### config.mk
export PLATFORM = sky130hd
export DESIGN_NAME = ffha_ram
export DESIGN_NICKNAME = d
export VERILOG_FILES = /design/src/sv/ffha_ram.sv
export SDC_FILE = /design/constraint.sdc
export NUM_CORES = 1
export LEC_CHECK = 0
export BUFFER_PORTS_ARGS = -buffer_cell sky130_fd_sc_hd__buf_2
export CAP_MARGIN = 5
export CORE_ASPECT_RATIO = 1.5
export CORE_MARGIN = 3
export CORE_UTILIZATION = 35
export CTS_BUF_LIST = sky130_fd_sc_hd__clkbuf_4 sky130_fd_sc_hd__clkbuf_8
export DETAILED_ROUTE_END_ITERATION = 8
export PLACE_DENSITY_LB_ADDON = 0.1
export SETUP_SLACK_MARGIN = 0.4
export SKIP_CTS_REPAIR_TIMING = 1
export SLEW_MARGIN = 40
export SYNTH_ARGS = -nofsm -noshare
export SYNTH_HDL_FRONTEND = slang
export SYNTH_SLANG_ARGS = --single-unit
### constraint.sdc
create_clock -name clk_i -period 5.65 [get_ports clk_i]
set_clock_uncertainty 0.2 [all_clocks]
set_input_delay 1.13 -clock clk_i [delete_from_list [all_inputs] [get_ports clk_i]]
set_output_delay 1.13 -clock clk_i [all_outputs]
set_load 0.02 [all_outputs]
### src/sv/ffha_ram.sv
`timescale 1ns / 1ps
module ffha_ram #(
  parameter int Width = 8,
  parameter int Depth = 16
) (
  input  logic                     clk_i,
  input  logic                     we_i,
  input  logic [$clog2(Depth)-1:0] waddr_i,
  input  logic [Width-1:0]         wdata_i,
  input  logic [$clog2(Depth)-1:0] raddr_i,
  output logic [Width-1:0]         rdata_o
);

  logic [Width-1:0] mem_q [Depth];

  always_ff @(posedge clk_i) begin
    if (we_i) begin
      mem_q[waddr_i] <= wdata_i;
    end
    rdata_o <= mem_q[raddr_i];
  end

endmodule

==> results_dict.tcl, run 1 <==
set metrics [dict create \
    run_status "finished, final reports clean" \
    layout_net_count 286 \
    cts_made_buffers 17 \
    r2r-end "rdata_o[5]" \
    setup_viol 0 \
    drt_iter0_drc 142 \
    syn-cell-area_mm2 0.00515 \
    worst_ep_required_time_ps 5760 \
    synth.cells.most_frequent "edfxtp_1, mux4_2, a22oi_1" \
    ys_ff_latch 136 \
    postSynth.asyncResetShare_pct 0 \
    holdPathStages 3 \
    die_h_um 155 \
    globalRouteTotalUtil_pct 13.8 \
    worstRegToRegCells 3 \
    top_level_ports 26 \
    slew_viol_final 0 \
    irDropWorstVdd_uv 168 \
    first_pass_grt_wire_length_um 15800 \
    core-area_mm2 0.0142 \
    multiInputGateArea_mm2 0.00110 \
    timing_worst_slew_pin_value_ps 835 \
    diodes 0 \
    grt.overflow.total 0 \
    synth_area_leader_cell "edfxtp_1" \
    first_global_vias 2544 \
    synthesis.instances 229 \
    sequential_cell_area_mm2 0.00400 \
    holdPathEnd "rdata_o[5]" \
    router_iterations_before_antenna_repair 4 \
    ys.flop_type "edfxtp_1" \
    wl_um 10600 \
    cts-root-to-sink-buffers 2 \
    ys_top_cells_by_area "edfxtp_1, mux4_2, mux4_1" \
    yosysWarnings 0 \
    detail-route-antenna-nets 0 \
    tritoncts "done" \
    grt_start_max_net_pins 22 \
    fmax_mhz 335 \
    final_clock_period_utilization_by_the_worst_path_pct 52.8 \
    postSynthNetCount 247 \
    gp_congestion 0.681 \
    vias 2360 \
    hp-start "mem_q[14][5]" \
    syn-mean-instance-area_um2 22.5 \
    final_worst_slack_ps 2660 \
    fin_util_pct 42.1 \
    synth-edff-count 128 \
    final_layout_fill_cell_count 1290 \
    critPathKind "input port to flop" \
    viasPerCell 4.99 \
    portBuffers 25 \
    relSlewSlack_pct 44.2 \
    min_path_type "flop to flop" \
    floorplan.initialDensity_pct 36.3 \
    post-layout-total-power_mw 2.14 \
    floorplan.die_area_mm2 0.0162 \
    tns_ps 0 \
    critical_path.reg2reg.startpoint "mem_q[1][5]" \
    cts.reportedPaths.clkPinSlew_ps 70 \
    hold_ws_ps 470 \
    cp-end-kind "flop" \
    timing.final.crit_period_ps 2990 \
    place_hpwl_um 6400 \
    power_density_mw_per_mm2 358 \
    count_leader_synth "edfxtp_1" \
    post_drt_wl_per_cell_um 22.3 \
    worst-r2r-setup-slack_ps 4040 \
    post-synth-top-area-fraction_pct 74.7 \
    remaining_drc_errors 0 \
    core.rowCount 53 \
    synthToLayoutAreaGrowth_pct 16.0 \
    synth_cell_type_count 19 \
    antenna_found_initial 0 \
    total_leakage_power_nw 1.95 \
    clock_tree.htree_level_count 4 \
    worstPathArrival_ps 3090 \
    synth-seq-area-share_pct 77.8 \
    drv_cap 0 \
    final_hold_viol_count 0 \
    worstSkewPairLatency_ps 420 \
    worst-path-max-fanout 21 \
    cts.sink_count 136 \
    rsz0062_at_grt "false" \
    drive_above_1_share_pct 32.4 \
    crit_path_start_kind "input port" \
    die_w_um 105 \
    dp_worst_setup_slack_ps 2180 \
    cts_root_buffer "clkbuf_8" \
]
layer usage:
layer	wire length [µm]	vias up	global-route usage, %	part of all wire (%)
met3	524	12	3.92	5.0
met5	0	-	0	0
li1	-	1049	-	-
met1	4480	1231	17.7	42
met2	5370	68	22.4	51
met4	178	0	5.13	1.7
critical path: stages:
cell and delay [ps]:
buf_2 570, buf_4 380, mux4_1 590, a22oi_1 330
nand2_1 90
kinds of logic (layout without fill, tap and decap cells):
logic type,after synthesis,after routing,synth area share (%)
multiplexers,32,32,15.0
AND/OR/NAND/NOR,35,35,3.18
flip-flops,136,136,77.8
AO/OA/AOI/OAI,16,16,2.33
buffers and inverters,10,62,1.68
worst max path at each step:
| stage | startpoint | end | slack (ps) | depth (start not counted) |
|---|---|---|---|---|
| after global placement | raddr_i[0] | rdata_o[5] | 2190 | 5 |
| after floorplan | waddr_i[2] | mem_q[0][0] | 2830 | 2 |
| after detailed placement | raddr_i[0] | rdata_o[5] | 2180 | 5 |
| after CTS | raddr_i[0] | rdata_o[5] | 2630 | 5 |
| after global routing | raddr_i[0] | rdata_o[5] | 2540 | 5 |
| final | raddr_i[0] | rdata_o[5] | 2660 | 5 |
power breakdown:
| group | total [mW] | switching, mW | internal, mW |
|---|---|---|---|
| logic | 0.111 | 0.0682 | 0.0431 |
| clock network | 0.894 | 0.368 | 0.526 |
| registers | 1.13 | 0.00574 | 1.13 |
stage by stage:
| step | instance area (µm²) | std cells |
|---|---|---|
| 2_1_floorplan | 5150 | 229 |
| 3_3_place_gp | 5460 | 440 |
| 3_5_place_dp | 5530 | 441 |
| 4_1_cts | 5970 | 473 |
| 5_1_grt | 5970 | 473 |
| 6_report | 5970 | 473 |
area by class of cell:
type / instances / share of cell area, %
clock inverters: 14 / 3.41
multi-input cells: 83 / 18.4
flip-flops and latches: 136 / 67.0
repair buffers: 30 / 3.06
clock buffers: 18 / 4.04
well taps: 192 / 4.02
registers in the layout (all words and copies together) (netlist names):
name     count
rdata_o      8
mem_q      128
placed cells by master, fill, tap and decap left out, types with 2 or more instances in the layout:
cell,count
a22oi_1,16
buf_2,25
buf_4,4
bufinv_16,5
clkbuf_8,17
clkinv_1,4
clkinv_4,2
dfxtp_1,8
edfxtp_1,128
mux4_1,14
mux4_2,18
nand2_1,9
nand2b_1,2
nand3b_1,2
nor2_2,12
nor3_1,3
Power figures use the tool's default switching activity.
==> run 2: changes to the inputs <==
Clock period 5.65 ns to 2.9 ns, I/O delays scaled along.
==> results_dict.tcl, run 2 (synthesis gave the netlist of run 1 again) <==
set metrics [dict create \
    tritoncts "done" \
    floorplan.initialDensity_pct 36.3 \
    worstSkewPairLatency_ps 420 \
    cts_made_buffers 17 \
    core-area_mm2 0.0142 \
    holdPathStages 1 \
    die_w_um 105 \
    cts.sink_count 136 \
    gr-usage-met3_pct 3.38 \
    fin_util_pct 42.8 \
    router_iterations_before_antenna_repair 5 \
    remaining_drc_errors 0 \
    power_switching_share_pct 20.6 \
    internal_power_mw 3.31 \
    most-common-layout-cells "edfxtp_1, buf_2, buf_4" \
    irDropWorstVdd_uv 274 \
    first_global_vias 2604 \
    seq_power_share_pct 53.0 \
    min_path_type "input port to flop" \
    timing.final.crit_period_ps 2150 \
    cts_root_buffer "clkbuf_8" \
    hp-start "wdata_i[7]" \
    antenna_found_initial 0 \
    sequential_cell_area_mm2 0.00400 \
    diodes 0 \
    worst_ep_required_time_ps 2990 \
    power_density_mw_per_mm2 685 \
    cp-end-kind "flop" \
    globalRouteTotalUtil_pct 14.8 \
    top_level_ports 26 \
    final_clock_period_utilization_by_the_worst_path_pct 74.3 \
    grt.overflow.total 0 \
    detail-route-antenna-nets 0 \
    critPathKind "input port to flop" \
    final_layout_fill_cell_count 1299 \
    comb_pwr_share_pct 5.4 \
    portBuffers 25 \
    core.rowCount 53 \
    worst-r2r-setup-slack_ps 1270 \
    worstRegToRegCells 3 \
    final_hold_viol_count 0 \
    max_flop_register "mem_q" \
    r2r-end "rdata_o[6]" \
    floorplan.die_area_mm2 0.0162 \
    place_hpwl_um 7260 \
    drv_cap 0 \
    cts.reportedPaths.clkPinSlew_ps 80 \
    first_pass_grt_wire_length_um 17000 \
    vias 2463 \
    setup_viol 0 \
    use_met2_pct 24.3 \
    clkPwrFrac_pct 41.5 \
    final_worst_slack_ps 746 \
    die_h_um 155 \
    final_common_cell "edfxtp_1" \
    synthToLayoutAreaGrowth_pct 18.0 \
    critical_path.reg2reg.startpoint "mem_q[11][6]" \
    total_leakage_power_nw 2.05 \
    wl_um 11300 \
    gp_congestion 0.732 \
    layout_net_count 304 \
    max_ffs_per_register 128 \
    drt_iter0_drc 142 \
    cts-root-to-sink-buffers 2 \
    relSlewSlack_pct 68.3 \
    tns_ps 0 \
    post_drt_wl_per_cell_um 22.9 \
    worst-path-max-fanout 20 \
    worstPathArrival_ps 2240 \
    slew_viol_final 0 \
    grt_util_met1_pct 19.1 \
    clock_tree.htree_level_count 4 \
    multiInputGateArea_mm2 0.00106 \
    dpl-instance-area_mm2 0.00562 \
    layout.cell_area.non_filler_mm2 0.00608 \
    viasPerCell 5.02 \
    crit_path_start_kind "input port" \
    dp_worst_setup_slack_ps 234 \
    total_switching_power_mw 0.858 \
    grt-busiest-layer "met2" \
    drive_above_1_share_pct 33.1 \
    grt_start_max_net_pins 22 \
    fmax_mhz 464 \
    reg_top3 "mem_q x128, rdata_o x8" \
    timing_worst_slew_pin_value_ps 476 \
    holdPathEnd "mem_q[2][7]" \
    run_status "finished, final reports clean" \
    rsz0062_at_grt "false" \
]
==> run 2: cell types whose count changed in the layout (fill, tap and decap cells not counted), moves of 2 or more <==
cell,change
buf_12,+2
buf_4,+17
clkbuf_8,+3
clkinv_1,-4
clkinv_2,+2
nor2_1,+12
nor2_2,-12
==> run 2: worst max-delay path: stages <==
cell and delay, ps:
buf_2 320, buf_12 240, buf_4 160, mux4_2 480, a22oi_1 340, nand2_1 100
==> run 2: how the worst max path moves through the flow <==
stage                           from           to  cells after the start
after floorplan           waddr_i[2]  mem_q[0][0]                      2
final                     raddr_i[0]   rdata_o[6]                      6
after global placement    raddr_i[0]   rdata_o[6]                      6
after global routing      raddr_i[0]   rdata_o[6]                      6
after detailed placement  raddr_i[0]   rdata_o[6]                      6
after CTS                 raddr_i[0]   rdata_o[6]                      6
==> run 2: power groups by stage <==
| stage | sequential (mW) | clock, mW | combinational [mW] |
|---|---|---|---|
| floorplan | 2.26 | 0 | 0.112 |
| global placement | 2.25 | 0 | 0.229 |
| detailed placement | 2.25 | 0 | 0.233 |
| CTS | 2.21 | 1.77 | 0.233 |
| global route | 2.21 | 1.86 | 0.246 |
| finish | 2.21 | 1.73 | 0.226 |
==> run 2: metrics by stage <==
stage	std cells	hold WS, ps	total power [mW]
detailed placement	459	458	2.49
finish	491	337	4.16
global route	491	315	4.31
floorplan	229	429	2.38
global placement	459	446	2.48
CTS	491	311	4.21
==> run 2: cell type report <==
cell class                 count  share of cell area [%]
clock buffer                  21                    4.65
clock inverter                11                    2.78
multi-input combinational     83                    17.4
sequential                   136                    65.9
tap                          192                    3.95
timing repair buffer          48                    5.31
==> run 2: routing by layer <==
layer | share of wire (%) | vias up
met5 | 0 | -
met4 | 2.1 | 0
met3 | 3.4 | 18
met1 | 44 | 1292
li1 | - | 1085
met2 | 51 | 68
==> run 3: changes to the inputs <==
Settings changed: ABC_AREA from default to 1.
Clock period 2.9 ns to 1.95 ns, I/O delays scaled along.
==> results_dict.tcl, run 3 <==
set metrics [dict create \
    worstRegToRegCells 6 \
    grt_start_max_net_pins 33 \
    seq_power_share_pct 54.6 \
    power_density_mw_per_mm2 907 \
    cpLargestDelayFamily "flip-flops" \
    total_leakage_power_nw 2.86 \
    diodes 0 \
    grt.overflow.total 0 \
    holdPathStages 4 \
    comb_pwr_share_pct 7.4 \
    cts.sink_count 136 \
    worst_ep_required_time_ps 1360 \
    irDropWorstVdd_uv 485 \
    gp_congestion 0.807 \
    cts_root_buffer "clkbuf_8" \
    final_common_cell "nand2_1" \
    viasPerCell 4.72 \
    total_switching_power_mw 1.47 \
    relSlewSlack_pct 70.4 \
    power_switching_share_pct 24.4 \
    floorplan.initialDensity_pct 36.3 \
    worst-path-max-fanout 1 \
    worstPathArrival_ps 930 \
    cts-root-to-sink-buffers 2 \
    timing.critical_path.depth 1 \
    layout_net_count 619 \
    ys.flop_type "edfxtp_1" \
    internal_power_mw 4.55 \
    cp-end-kind "output pin" \
    first_pass_grt_wire_length_um 22100 \
    worstSkewPairLatency_ps 440 \
    reg_top3 "mem_q x128, rdata_o x8" \
    postSynthNetCount 569 \
    synth_cell_type_count 12 \
    yosysWarnings 0 \
    critical_path.n_buffers_inverters 1 \
    setup_viol 0 \
    drive_above_1_share_pct 14.8 \
    crit_path_start_kind "flop" \
    die_h_um 163 \
    vias 3860 \
    synth_area_leader_cell "edfxtp_1" \
    synthToLayoutAreaGrowth_pct 15.1 \
    cts_made_buffers 17 \
    top_level_ports 26 \
    cpMaxStageDelayCell "dfxtp_2" \
    router_iterations_before_antenna_repair 5 \
    core.rowCount 56 \
    postSynth.asyncResetShare_pct 0 \
    syn-mean-instance-area_um2 10.5 \
    first_global_vias 3719 \
    most-common-layout-cells "nand2_1, edfxtp_1, inv_1" \
    wl_um 14400 \
    min_path_type "input port to flop" \
    slew_viol_final 0 \
    final_hold_viol_count 0 \
    drv_cap 0 \
    synthesis.instances 551 \
    drt_iter0_drc 251 \
    timing_worst_slew_pin_value_ps 443 \
    remaining_drc_errors 0 \
    critical_path.cell_chain "buf_4" \
    post_drt_wl_per_cell_um 17.6 \
    ys_ff_latch 136 \
    synth-edff-count 128 \
    count_leader_synth "nand2_1" \
    clkPwrFrac_pct 38.0 \
    portBuffers 25 \
    fin_util_pct 41.7 \
    tns_ps 0 \
    tritoncts "done" \
    synth-seq-area-share_pct 69.4 \
    fmax_mhz 659 \
    floorplan.die_area_mm2 0.0181 \
    ys_top_cells_by_area "edfxtp_1, nand2_1, nand3_1" \
    die_w_um 111 \
    clock_tree.htree_level_count 4 \
    critPathKind "flop to output pin" \
    syn-cell-area_mm2 0.00577 \
    globalRouteTotalUtil_pct 16.7 \
    rsz0062_at_grt "true" \
    worst_path_largest_cell_delay_ps 350 \
    antenna_found_initial 0 \
    post-synth-top-area-fraction_pct 66.7 \
    core-area_mm2 0.0159 \
    max_ffs_per_register 128 \
    max_flop_register "mem_q" \
    timing.final.crit_period_ps 1520 \
    detail-route-antenna-nets 0 \
    synth.cells.most_frequent "nand2_1, edfxtp_1, inv_1" \
    cts.reportedPaths.clkPinSlew_ps 80 \
    run_status "finished, final reports clean" \
    final_clock_period_utilization_by_the_worst_path_pct 77.8 \
    place_hpwl_um 9350 \
    hold_ws_ps 159 \
]
[run 3: changes by cell type after synthesis, moves of 3 or more]
cell | before | now
a22oi_1 | 16 | 0
buf_2 | 3 | 13
buf_4 | 1 | 4
buf_6 | 3 | 6
clkdlybuf4s25_2 | 3 | 0
inv_1 | 0 | 100
mux4_1 | 14 | 0
mux4_2 | 18 | 0
nand2_1 | 9 | 173
nand3_1 | 1 | 97
nor2_1 | 13 | 17
nor3_1 | 4 | 0
[run 3: worst paths after layout]
kind                     start          to  slack, ps
setup / recovery    rdata_o[4]  rdata_o[4]        430
hold / removal      raddr_i[3]  rdata_o[5]        160
setup reg to reg   mem_q[5][6]  rdata_o[6]        710
hold reg to reg   mem_q[10][6]  rdata_o[6]        450
[run 3: kinds of logic after synthesis]
kind of cell | synth area share, %
and+or+nand+nor | 21.0
DFF | 69.4
buffers and inverters | 9.52
[run 3: layout make-up]
cell class / count / area (µm²)
tap: 203 / 254
sequential: 136 / 4010
fill: 1527 / 9270
clock buffer: 18 / 241
timing repair buffer: 55 / 389
inverter: 102 / 383
clock inverter: 14 / 148
multi-input combinational: 289 / 1210
[run 3: routing by layer]
layer | GRT usage (%) | routed length [µm]
met4 | 6.27 | 326
met3 | 3.34 | 632
met2 | 28.9 | 7440
met1 | 20.6 | 6010
met5 | 0 | 0
[run 3: metrics by stage]
stage | setup WS [ps] | total power [mW] | instances | area (µm²)
after floorplan | 409 | 3.60 | 551 | 5770
after global placement | 214 | 3.79 | 785 | 6230
after detailed placement | 216 | 3.79 | 785 | 6230
after CTS | 340 | 6.07 | 817 | 6620
after global routing | 389 | 6.26 | 817 | 6640
final | 432 | 6.02 | 817 | 6640
[run 3: power by group through the flow]
stage          Clock, mW  Combinational (mW)  Sequential, mW
3_5_place_dp           0               0.445            3.35
5_1_grt             2.48               0.497            3.29
6_report            2.29               0.446            3.29
2_1_floorplan          0               0.231            3.37
4_1_cts             2.34               0.447            3.28
3_3_place_gp           0               0.444            3.35
